[src/hdl/sqd_pkg.sv]
// sqd_pkg: shared types and constants for the shortest queue dispatcher
// holds the transfer payload structs, controller states and the
// command/status bundles between sqd_ctrl and sqd_datapath
package sqd_pkg;

   localparam int CSR_WIDTH = 4;
   localparam logic [CSR_WIDTH-1:0] ACTIVE_RESET = 4'd8;

   typedef struct packed {
      logic       arrival;
      logic [6:0] service_time;
      logic       final_tick;
   } req_type;

   typedef struct packed {
      logic [2:0] chosen_queue;
      logic       accepted;
      logic       dropped;
      logic [7:0] done_mask;
      logic [7:0] total_waiting;
   } rsp_type;

   typedef enum logic [2:0] {
      ST_IDLE,
      ST_SCAN,
      ST_ARRIVE,
      ST_SERVE,
      ST_LOAD,
      ST_FINISH
   } state_type;

   typedef struct packed {
      logic start;
      logic scan;
      logic arrive;
      logic serve;
      logic load;
      logic finish;
   } cmd_type;

   typedef struct packed {
      logic last;
      logic need_load;
      logic rsp_busy;
   } status_type;

endpackage

[src/hdl/sqd_ctrl.sv]
// sqd_ctrl: sequencer for one tick of the dispatcher
// walks scan, arrival, per-queue service and result hand-off; uses sqd_pkg
module sqd_ctrl (
   input  logic                clock,
   input  logic                reset,
   input  logic                req_valid,
   output logic                req_ready,
   input  sqd_pkg::status_type status,
   output sqd_pkg::cmd_type    cmd
);
   import sqd_pkg::*;

   state_type state_ff;
   state_type state_in;

   always_ff @(posedge clock) begin
      if (reset) begin
         state_ff <= ST_IDLE;
      end else begin
         state_ff <= state_in;
      end
   end

   always_comb begin
      state_in  = state_ff;
      cmd       = '0;
      req_ready = 1'b0;
      case (state_ff)
         ST_IDLE: begin
            req_ready = 1'b1;
            if (req_valid) begin
               cmd.start = 1'b1;
               state_in  = ST_SCAN;
            end
         end
         ST_SCAN: begin
            cmd.scan = 1'b1;
            if (status.last) begin
               state_in = ST_ARRIVE;
            end
         end
         ST_ARRIVE: begin
            cmd.arrive = 1'b1;
            state_in   = ST_SERVE;
         end
         ST_SERVE: begin
            cmd.serve = 1'b1;
            if (status.need_load) begin
               state_in = ST_LOAD;
            end else if (status.last) begin
               state_in = ST_FINISH;
            end
         end
         ST_LOAD: begin
            cmd.load = 1'b1;
            state_in = status.last ? ST_FINISH : ST_SERVE;
         end
         ST_FINISH: begin
            if (!status.rsp_busy) begin
               cmd.finish = 1'b1;
               state_in   = ST_IDLE;
            end
         end
         default: begin
            state_in = ST_IDLE;
         end
      endcase
   end

endmodule

[src/hdl/sqd_datapath.sv]
// sqd_datapath: queue state, service-time ring memory and result register
// executes the commands of sqd_ctrl one queue per cycle, apart from load steps; uses sqd_pkg
module sqd_datapath #(
   parameter int NUM_QUEUES  = 8,
   parameter int QUEUE_DEPTH = 16
) (
   input  logic                           clock,
   input  logic                           reset,
   input  sqd_pkg::req_type               req_data,
   output sqd_pkg::rsp_type               rsp_data,
   output logic                           rsp_valid,
   input  logic                           rsp_ready,
   input  logic                           csr_valid,
   output logic                           csr_ready,
   input  logic [sqd_pkg::CSR_WIDTH-1:0]  csr_data,
   input  sqd_pkg::cmd_type               cmd,
   output sqd_pkg::status_type            status
);
   import sqd_pkg::*;

   localparam int IW = (NUM_QUEUES > 1) ? $clog2(NUM_QUEUES) : 1;
   localparam int HW = $clog2(QUEUE_DEPTH);
   localparam int CW = $clog2(QUEUE_DEPTH + 1);
   localparam int TW = $clog2(NUM_QUEUES * QUEUE_DEPTH + 1);
   localparam int AW = $clog2(NUM_QUEUES * QUEUE_DEPTH);
   localparam int MEM_DEPTH = NUM_QUEUES * QUEUE_DEPTH;
   localparam logic [AW-1:0] DEPTH_A = AW'(QUEUE_DEPTH);
   localparam logic [CW-1:0] DEPTH_C = CW'(QUEUE_DEPTH);
   localparam logic [HW:0]   DEPTH_S = (HW + 1)'(QUEUE_DEPTH);
   localparam logic [HW-1:0] HEAD_MAX = HW'(QUEUE_DEPTH - 1);

   // per-queue state, indexed through idx_ff (and through scan_best while scanning)
   logic [CW-1:0] count_ff [NUM_QUEUES];
   logic [CW-1:0] count_in [NUM_QUEUES];
   logic [HW-1:0] head_ff  [NUM_QUEUES];
   logic [HW-1:0] head_in  [NUM_QUEUES];
   logic [6:0]    front_ff [NUM_QUEUES];
   logic [6:0]    front_in [NUM_QUEUES];

   logic [6:0]    mem [MEM_DEPTH];
   logic [6:0]    rd_data_ff;

   req_type                item_ff, item_in;
   logic [IW-1:0]          idx_ff, idx_in;
   logic [IW-1:0]          best_ff, best_in;
   logic [CW-1:0]          best_cnt_ff, best_cnt_in;
   logic [TW-1:0]          total_ff, total_in;
   logic                   acc_ff, acc_in;
   logic                   drop_ff, drop_in;
   logic [7:0]             done_ff, done_in;
   rsp_type                rsp_ff, rsp_in;
   logic                   rsp_valid_ff, rsp_valid_in;
   logic [CSR_WIDTH-1:0]   active_ff, active_in;

   logic [IW-1:0] n_last;
   logic [IW-1:0] idx_next;
   logic [IW-1:0] scan_best;
   logic [CW-1:0] cur_cnt;
   logic [HW-1:0] cur_head;
   logic [6:0]    cur_front;
   logic [HW-1:0] head_next;
   logic [HW:0]   slot_sum;
   logic [HW-1:0] slot;
   logic [AW-1:0] base_addr;
   logic          last;
   logic          finishing;
   logic          need_load;
   logic          mem_we;
   logic          mem_re;

   // clamp the active count to 1..NUM_QUEUES, kept as the last index
   always_comb begin
      if (active_ff == '0) begin
         n_last = '0;
      end else if (int'(active_ff) >= NUM_QUEUES) begin
         n_last = IW'(NUM_QUEUES - 1);
      end else begin
         n_last = IW'(active_ff - 4'd1);
      end
   end

   assign last      = (idx_ff == n_last);
   assign idx_next  = last ? '0 : IW'(idx_ff + 1'b1);
   assign cur_cnt   = count_ff[idx_ff];
   assign cur_head  = head_ff[idx_ff];
   assign cur_front = front_ff[idx_ff];
   assign head_next = (cur_head == HEAD_MAX) ? '0 : HW'(cur_head + 1'b1);
   assign finishing = (cur_cnt != '0) && (cur_front <= 7'd1);
   assign need_load = finishing && (cur_cnt > CW'(1));
   assign base_addr = AW'(idx_ff) * DEPTH_A;

   // tail slot of the ring, count is below depth whenever it is written
   assign slot_sum  = (HW + 1)'(cur_head) + (HW + 1)'(cur_cnt);
   assign slot      = (slot_sum >= DEPTH_S) ? HW'(slot_sum - DEPTH_S) : HW'(slot_sum);

   assign scan_best = ((idx_ff == '0) || (cur_cnt < best_cnt_ff)) ? idx_ff : best_ff;

   assign status.last      = last;
   assign status.need_load = need_load;
   assign status.rsp_busy  = rsp_valid_ff && !rsp_ready;

   assign mem_we = cmd.arrive && item_ff.arrival && (cur_cnt < DEPTH_C);
   assign mem_re = cmd.serve && need_load;

   always_comb begin
      count_in     = count_ff;
      head_in      = head_ff;
      front_in     = front_ff;
      item_in      = item_ff;
      idx_in       = idx_ff;
      best_in      = best_ff;
      best_cnt_in  = best_cnt_ff;
      total_in     = total_ff;
      acc_in       = acc_ff;
      drop_in      = drop_ff;
      done_in      = done_ff;
      rsp_in       = rsp_ff;
      rsp_valid_in = rsp_valid_ff;
      active_in    = active_ff;

      if (csr_valid) begin
         active_in = csr_data;
      end

      if (rsp_ready) begin
         rsp_valid_in = 1'b0;
      end

      if (cmd.start) begin
         item_in = req_data;
         idx_in  = '0;
         acc_in  = 1'b0;
         drop_in = 1'b0;
         done_in = '0;
      end

      if (cmd.scan) begin
         best_in     = scan_best;
         best_cnt_in = count_ff[scan_best];
         idx_in      = last ? scan_best : IW'(idx_ff + 1'b1);
      end

      if (cmd.arrive) begin
         if (item_ff.arrival) begin
            if (cur_cnt >= DEPTH_C) begin
               drop_in = 1'b1;
            end else begin
               if (cur_cnt == '0) begin
                  front_in[idx_ff] = item_ff.service_time;
               end
               count_in[idx_ff] = CW'(cur_cnt + 1'b1);
               total_in         = TW'(total_ff + 1'b1);
               acc_in           = 1'b1;
            end
         end
         idx_in = '0;
      end

      if (cmd.serve) begin
         if (finishing) begin
            front_in[idx_ff] = '0;
            head_in[idx_ff]  = head_next;
            count_in[idx_ff] = CW'(cur_cnt - 1'b1);
            total_in         = TW'(total_ff - 1'b1);
            done_in          = done_ff | (8'd1 << idx_ff);
         end else if (cur_cnt != '0) begin
            front_in[idx_ff] = cur_front - 7'd1;
         end
         if (!need_load) begin
            idx_in = idx_next;
         end
      end

      if (cmd.load) begin
         front_in[idx_ff] = rd_data_ff;
         idx_in           = idx_next;
      end

      if (cmd.finish) begin
         rsp_in.chosen_queue  = 3'(best_ff);
         rsp_in.accepted      = acc_ff;
         rsp_in.dropped       = drop_ff;
         rsp_in.done_mask     = done_ff;
         rsp_in.total_waiting = 8'(total_ff);
         rsp_valid_in         = 1'b1;
         if (item_ff.final_tick) begin
            for (int q = 0; q < NUM_QUEUES; q++) begin
               count_in[q] = '0;
               head_in[q]  = '0;
               front_in[q] = '0;
            end
            total_in = '0;
         end
      end
   end

   always_ff @(posedge clock) begin
      if (reset) begin
         for (int q = 0; q < NUM_QUEUES; q++) begin
            count_ff[q] <= '0;
            head_ff[q]  <= '0;
            front_ff[q] <= '0;
         end
         total_ff     <= '0;
         rsp_valid_ff <= 1'b0;
         active_ff    <= ACTIVE_RESET;
      end else begin
         count_ff     <= count_in;
         head_ff      <= head_in;
         front_ff     <= front_in;
         total_ff     <= total_in;
         rsp_valid_ff <= rsp_valid_in;
         active_ff    <= active_in;
      end
   end

   always_ff @(posedge clock) begin
      item_ff     <= item_in;
      idx_ff      <= idx_in;
      best_ff     <= best_in;
      best_cnt_ff <= best_cnt_in;
      acc_ff      <= acc_in;
      drop_ff     <= drop_in;
      done_ff     <= done_in;
      rsp_ff      <= rsp_in;
   end

   // service-time rings, one write port and one registered read port
   always_ff @(posedge clock) begin
      if (mem_we) begin
         mem[base_addr + AW'(slot)] <= item_ff.service_time;
      end
   end

   always_ff @(posedge clock) begin
      if (mem_re) begin
         rd_data_ff <= mem[base_addr + AW'(head_next)];
      end
   end

   assign rsp_data  = rsp_ff;
   assign rsp_valid = rsp_valid_ff;
   assign csr_ready = 1'b1;

endmodule

[src/hdl/shortest_queue_dispatcher.sv]
// shortest_queue_dispatcher: top level, join-shortest-queue dispatch of clients
// joins sqd_ctrl and sqd_datapath; uses sqd_pkg
//
// Usage:
//   req_* : one transfer per time tick (arrival, service_time, final_tick).
//   rsp_* : one result transfer per tick (chosen_queue, accepted, dropped,
//           done_mask, total_waiting), in tick order.
//   csr_* : writes active_windows (queues in use from queue 0); csr_ready is
//           always high, write only while no tick is in flight.
// Timing: after the accepting edge the scan pass visits the n active queues,
//   the arrival is placed, and the service pass visits them again, adding
//   a load step for every queue whose front client finishes while others
//   still wait behind it (the next service time is read from the shared
//   ring memory through its single registered read port). Both passes visit
//   one queue per cycle, apart from those load steps. A new tick is accepted
//   in the cycle after the previous result is loaded into the output register.
// Reset: synchronous; all queues empty, active_windows = 8, no result valid.
//   The ring memory is not cleared; only written entries are ever read.
// Stall: a held result keeps the next tick parked at its last step until
//   rsp_ready frees the output register.
module shortest_queue_dispatcher #(
   parameter int NUM_QUEUES  = 8,
   parameter int QUEUE_DEPTH = 16
) (
   input  logic                          clock,
   input  logic                          reset,
   input  logic                          req_valid,
   output logic                          req_ready,
   input  sqd_pkg::req_type              req_data,
   output logic                          rsp_valid,
   input  logic                          rsp_ready,
   output sqd_pkg::rsp_type              rsp_data,
   input  logic                          csr_valid,
   output logic                          csr_ready,
   input  logic [sqd_pkg::CSR_WIDTH-1:0] csr_data
);
   import sqd_pkg::*;

   cmd_type    cmd;
   status_type status;

   sqd_ctrl u_ctrl (
      .clock     (clock),
      .reset     (reset),
      .req_valid (req_valid),
      .req_ready (req_ready),
      .status    (status),
      .cmd       (cmd)
   );

   sqd_datapath #(
      .NUM_QUEUES  (NUM_QUEUES),
      .QUEUE_DEPTH (QUEUE_DEPTH)
   ) u_datapath (
      .clock     (clock),
      .reset     (reset),
      .req_data  (req_data),
      .rsp_data  (rsp_data),
      .rsp_valid (rsp_valid),
      .rsp_ready (rsp_ready),
      .csr_valid (csr_valid),
      .csr_ready (csr_ready),
      .csr_data  (csr_data),
      .cmd       (cmd),
      .status    (status)
   );

endmodule
[config.mk]
export PLATFORM = sky130hd
export DESIGN_NAME = shortest_queue_dispatcher
export DESIGN_NICKNAME = d
export VERILOG_FILES = /design/src/hdl/sqd_pkg.sv /design/src/hdl/sqd_ctrl.sv /design/src/hdl/sqd_datapath.sv /design/src/hdl/shortest_queue_dispatcher.sv
export SDC_FILE = /design/constraint.sdc
export NUM_CORES = 2
export LEC_CHECK = 0
export ABC_CLOCK_PERIOD_IN_PS = 4700
export BUFFER_PORTS_ARGS = -buffer_cell sky130_fd_sc_hd__buf_4
export CAP_MARGIN = 20
export CORE_MARGIN = 10
export CORE_UTILIZATION = 40
export DETAILED_ROUTE_END_ITERATION = 16
export PLACE_DENSITY = 0.68
export SLEW_MARGIN = 20
export SYNTH_ARGS = -nofsm -noshare
export SYNTH_HDL_FRONTEND = slang
export SYNTH_HIERARCHICAL = 1
export SYNTH_SLANG_ARGS = --single-unit
[constraint.sdc]
create_clock -name clock -period 4.7 [get_ports clock]
set_input_delay 0.235 -clock clock [delete_from_list [all_inputs] [get_ports clock]]
set_output_delay 0.235 -clock clock [all_outputs]
set_load 0.005 [all_outputs]
==> metrics.md <==
| Metric | Value |
|---|---|
| Pleak | `~19 nW` |
| H-tree Lvls | `3` |
| Final instance area | `53100 sq um` |
| Total wire length | `between 100000 and 150000 um` |
| Top cells by count, synth | `edfxtp_1, nand2_1, nor2_1, nand3_1, mux2i_1` |
| Sink Count | `1098` |
| Layout area overhead | `15.0%` |
| Endpoints failing hold | `0` |
| Core Box Area | `between 100000 and 150000 sq um` |
| Mapped Cells | `around 3.7k` |
| Rel. slew slack | `0.284` |
| Worst-Skew Late Latency | `0.71 ns` |
| Syn Nets | `around 3.7k` |
| Largest net degree at the start of global routing | `134` |
| Row Count | `between 100 and 150` |
| GRT Util Overall | `0.192` |
| Vias in the first global route | `about 31k` |
| Pwr Density | `around 420 nW/um^2` |
| Cell Area, Placed | `49400 sq um` |
| Remaining DRCs | `0` |
| Synth warn | `6` |
| Area leader, netlist | `edfxtp_1` |
| CP Max Fanout | `69` |
| DR iter-0 viols | `slightly above 4k` |
| Worst Setup Start Kind | `flip-flop` |
| Port bufs | `40` |
| Seq/Total Area, Yosys | `0.680` |
| Fmax | `~220 MHz` |
| Crit path time final | `4.46 ns` |
| Total grt overflow | `0` |
| Root buffer cell | `clkbuf_16` |
| CTS tree | `done` |
| Synth Cell Area | `46200 sq um` |
| R2R depth | `14` |
| Fin nets | `roughly 3.9k` |
| Final setup fails | `0` |
| Clock Skew | `slightly below 0.05 ns` |
| Die ar. | `129000 sq um` |
| Post-place setup slack | `about 0.21 ns` |
| WL per Instance | `between 20 and 25 um` |
| Fill cell count | `about 10k` |
| Via Count | `32.0k` |
| Post-CTS setup buffers | `0` |
| Hold crit path type | `input pin to flip-flop` |
| Num CTS Buffers | `approximately 110` |
| Clock slew at reported path FFs | `roughly 0.07 ns` |
| Hold depth | `5` |
| Crit. End Element | `flip-flop` |
| Period utilization | `0.950` |
| Layout cells sized above 1 | `0.127` |
| Die span in y | `about 360 um` |
| Placer congestion estimate | `between 0.8 and 0.9` |
| Post-DP HPWL | `between 70000 and 80000 um` |
| Mapped Avg Cell Area | `approximately 13 sq um` |
| CP required | `slightly above 5 ns` |
| Crit path DAT | `about 4.9 ns` |
| First-pass GRT wire length | `195000 um` |
| Vias per Instance | `about 5.9` |
| DIE WIDTH | `roughly 360 um` |
| Total power | `around 0.022 W` |
| DR pass1 iterations | `6` |
| Synth unique cells | `80` |
| Main flop type after synthesis | `edfxtp_1` |
| Initial antenna violation count | `7` |
| Crit path kind | `flip-flop to flip-flop` |
| I/O pin cnt | `42` |
| Outcome | `completed` |
| Final worst slack | `between 0.2 and 0.25 ns` |
| Starting Density | `0.403` |
| Asr flop ratio synth | `0` |
| Max Cap Viol | `0` |
| EDFF count, synth | `941` |
| Synth top area share | `0.612` |
| Most common cell in the synthesized netlist | `edfxtp_1` |
| Setup_tns | `0 ns` |
| Final core occ | `0.464` |
| Post-route antenna net violation count | `0` |
| Synth Register Bits | `roughly 1.1k` |
| Slew Limit Fails | `0` |
| Clk buf depth | `3` |
| Least-Margin Pin Slew | `1.07 ns` |
| Peak supply drop | `313 uV` |
| Area contributors post-synth | `edfxtp_1, dfxtp_1, nand2_1` |
| RSZ-0062 raised after global routing | `no` |
-- placed cells by master, fill, tap and decap left out, types with 22 or more instances in the layout --
cell / count
dfxtp_1: 154
a211oi_1: 44
mux4_2: 27
ha_1: 22
nor4_1: 40
clkbuf_1: 26
nand2_1: 688
clkinv_1: 26
inv_1: 30
buf_4: 246
nor2_1: 255
a21oi_1: 107
a31oi_1: 58
clkbuf_16: 107
mux2i_1: 193
nand3_1: 251
nand4_1: 138
a32oi_1: 89
o21ai_0: 105
edfxtp_1: 941
buf_12: 22
-- cell type report --
class,count,area (sq um),share of cell area
Antenna cell,2,5.00,0.0000942
Sequential cell,1098,31400,0.591
Clock inverter,58,686,0.0129
Inverter,36,135,0.00254
Clock buffer,135,2800,0.0528
Tap cell,1512,1890,0.0356
Multi-Input combinational cell,2305,13600,0.257
Timing Repair Buffer,291,2540,0.0478
-- worst max-delay path: stages (launching register included) --
cell      delay (ns)
dfxtp_4         0.47
mux4_2          0.56
mux2i_4         0.17
inv_2           0.08
ha_1            0.20
nor2b_1         0.16
and3_2          0.25
nor3_4          0.15
buf_12          0.23
buf_12          0.34
mux2i_1         0.25
a32oi_1         0.07
nand4b_1        0.17
nand4_1         0.41
or4_1           0.64
-- cell families (layout without fill, tap and decap cells) --
kind of cell | Yosys count | after routing | synth area share
AO/OA/AOI/OAI | 523 | 523 | 0.0759
XOR/XNOR | 22 | 22 | 0.00417
adder cells (fa/ha/maj) | 23 | 23 | 0.00639
buffers and inverters | 290 | 520 | 0.0272
flip-flops | 1098 | 1098 | 0.680
multiplexers | 238 | 238 | 0.0594
other | 1 | 3 | 0.0000812
AND/OR/NAND/NOR | 1498 | 1498 | 0.147
-- timing repair --
item,in CTS,in global routing
endpoints found under the hold margin,17,0
hold buffers,21,0
setup endpoints to repair,0,2
gates resized for setup,0,2
-- final timing paths --
path | from | endpoint | slack (ns)
max | u_datapath/idx_ff[0] | u_datapath/rd_data_ff[1] | 0.24
min | req_valid | u_ctrl/state_ff[1] | 0.17
max reg2reg | u_datapath/idx_ff[0] | u_datapath/rd_data_ff[1] | 0.24
min reg2reg | u_datapath/done_ff[1] | u_datapath/rsp_data[9] | 0.44
-- per-layer routing --
| layer | wire (um) | global-route usage | vias up |
|---|---|---|---|
| li1 | - | - | 14145 |
| met1 | 52200 | 0.261 | 15773 |
| met2 | 58900 | 0.301 | 1743 |
| met3 | 13600 | 0.0432 | 308 |
| met4 | 4720 | 0.0660 | 8 |
| met5 | 52 | 0 | - |
-- sequential cells by signal (all words and copies together) (netlist names), 8 cells and up --
register and flops:
u_datapath/count_ff 40, u_datapath/done_ff 8, u_datapath/front_ff 56, u_datapath/head_ff 32
u_datapath/item_ff 9, u_datapath/mem 896, u_datapath/rsp_data 21, u_datapath/total_ff 8
-- per-stage QoR --
step | cells | hold slack [ns]
detailed placement | 5220 | 0.415
floorplan | 3693 | 0.301
CTS | 5434 | 0.146
global route | 5435 | 0.222
global placement | 5220 | 0.414
finish | 5437 | 0.170
-- power breakdown --
| part | switching [W] | internal [W] | total (W) | leakage, nW |
|---|---|---|---|---|
| registers | 0.000118 | 0.0108 | 0.0109 | 9.74 |
| logic | 0.00209 | 0.000837 | 0.00292 | 7.26 |
| clock network | 0.00370 | 0.00489 | 0.00858 | 1.69 |
Power figures use the tool's default switching activity.
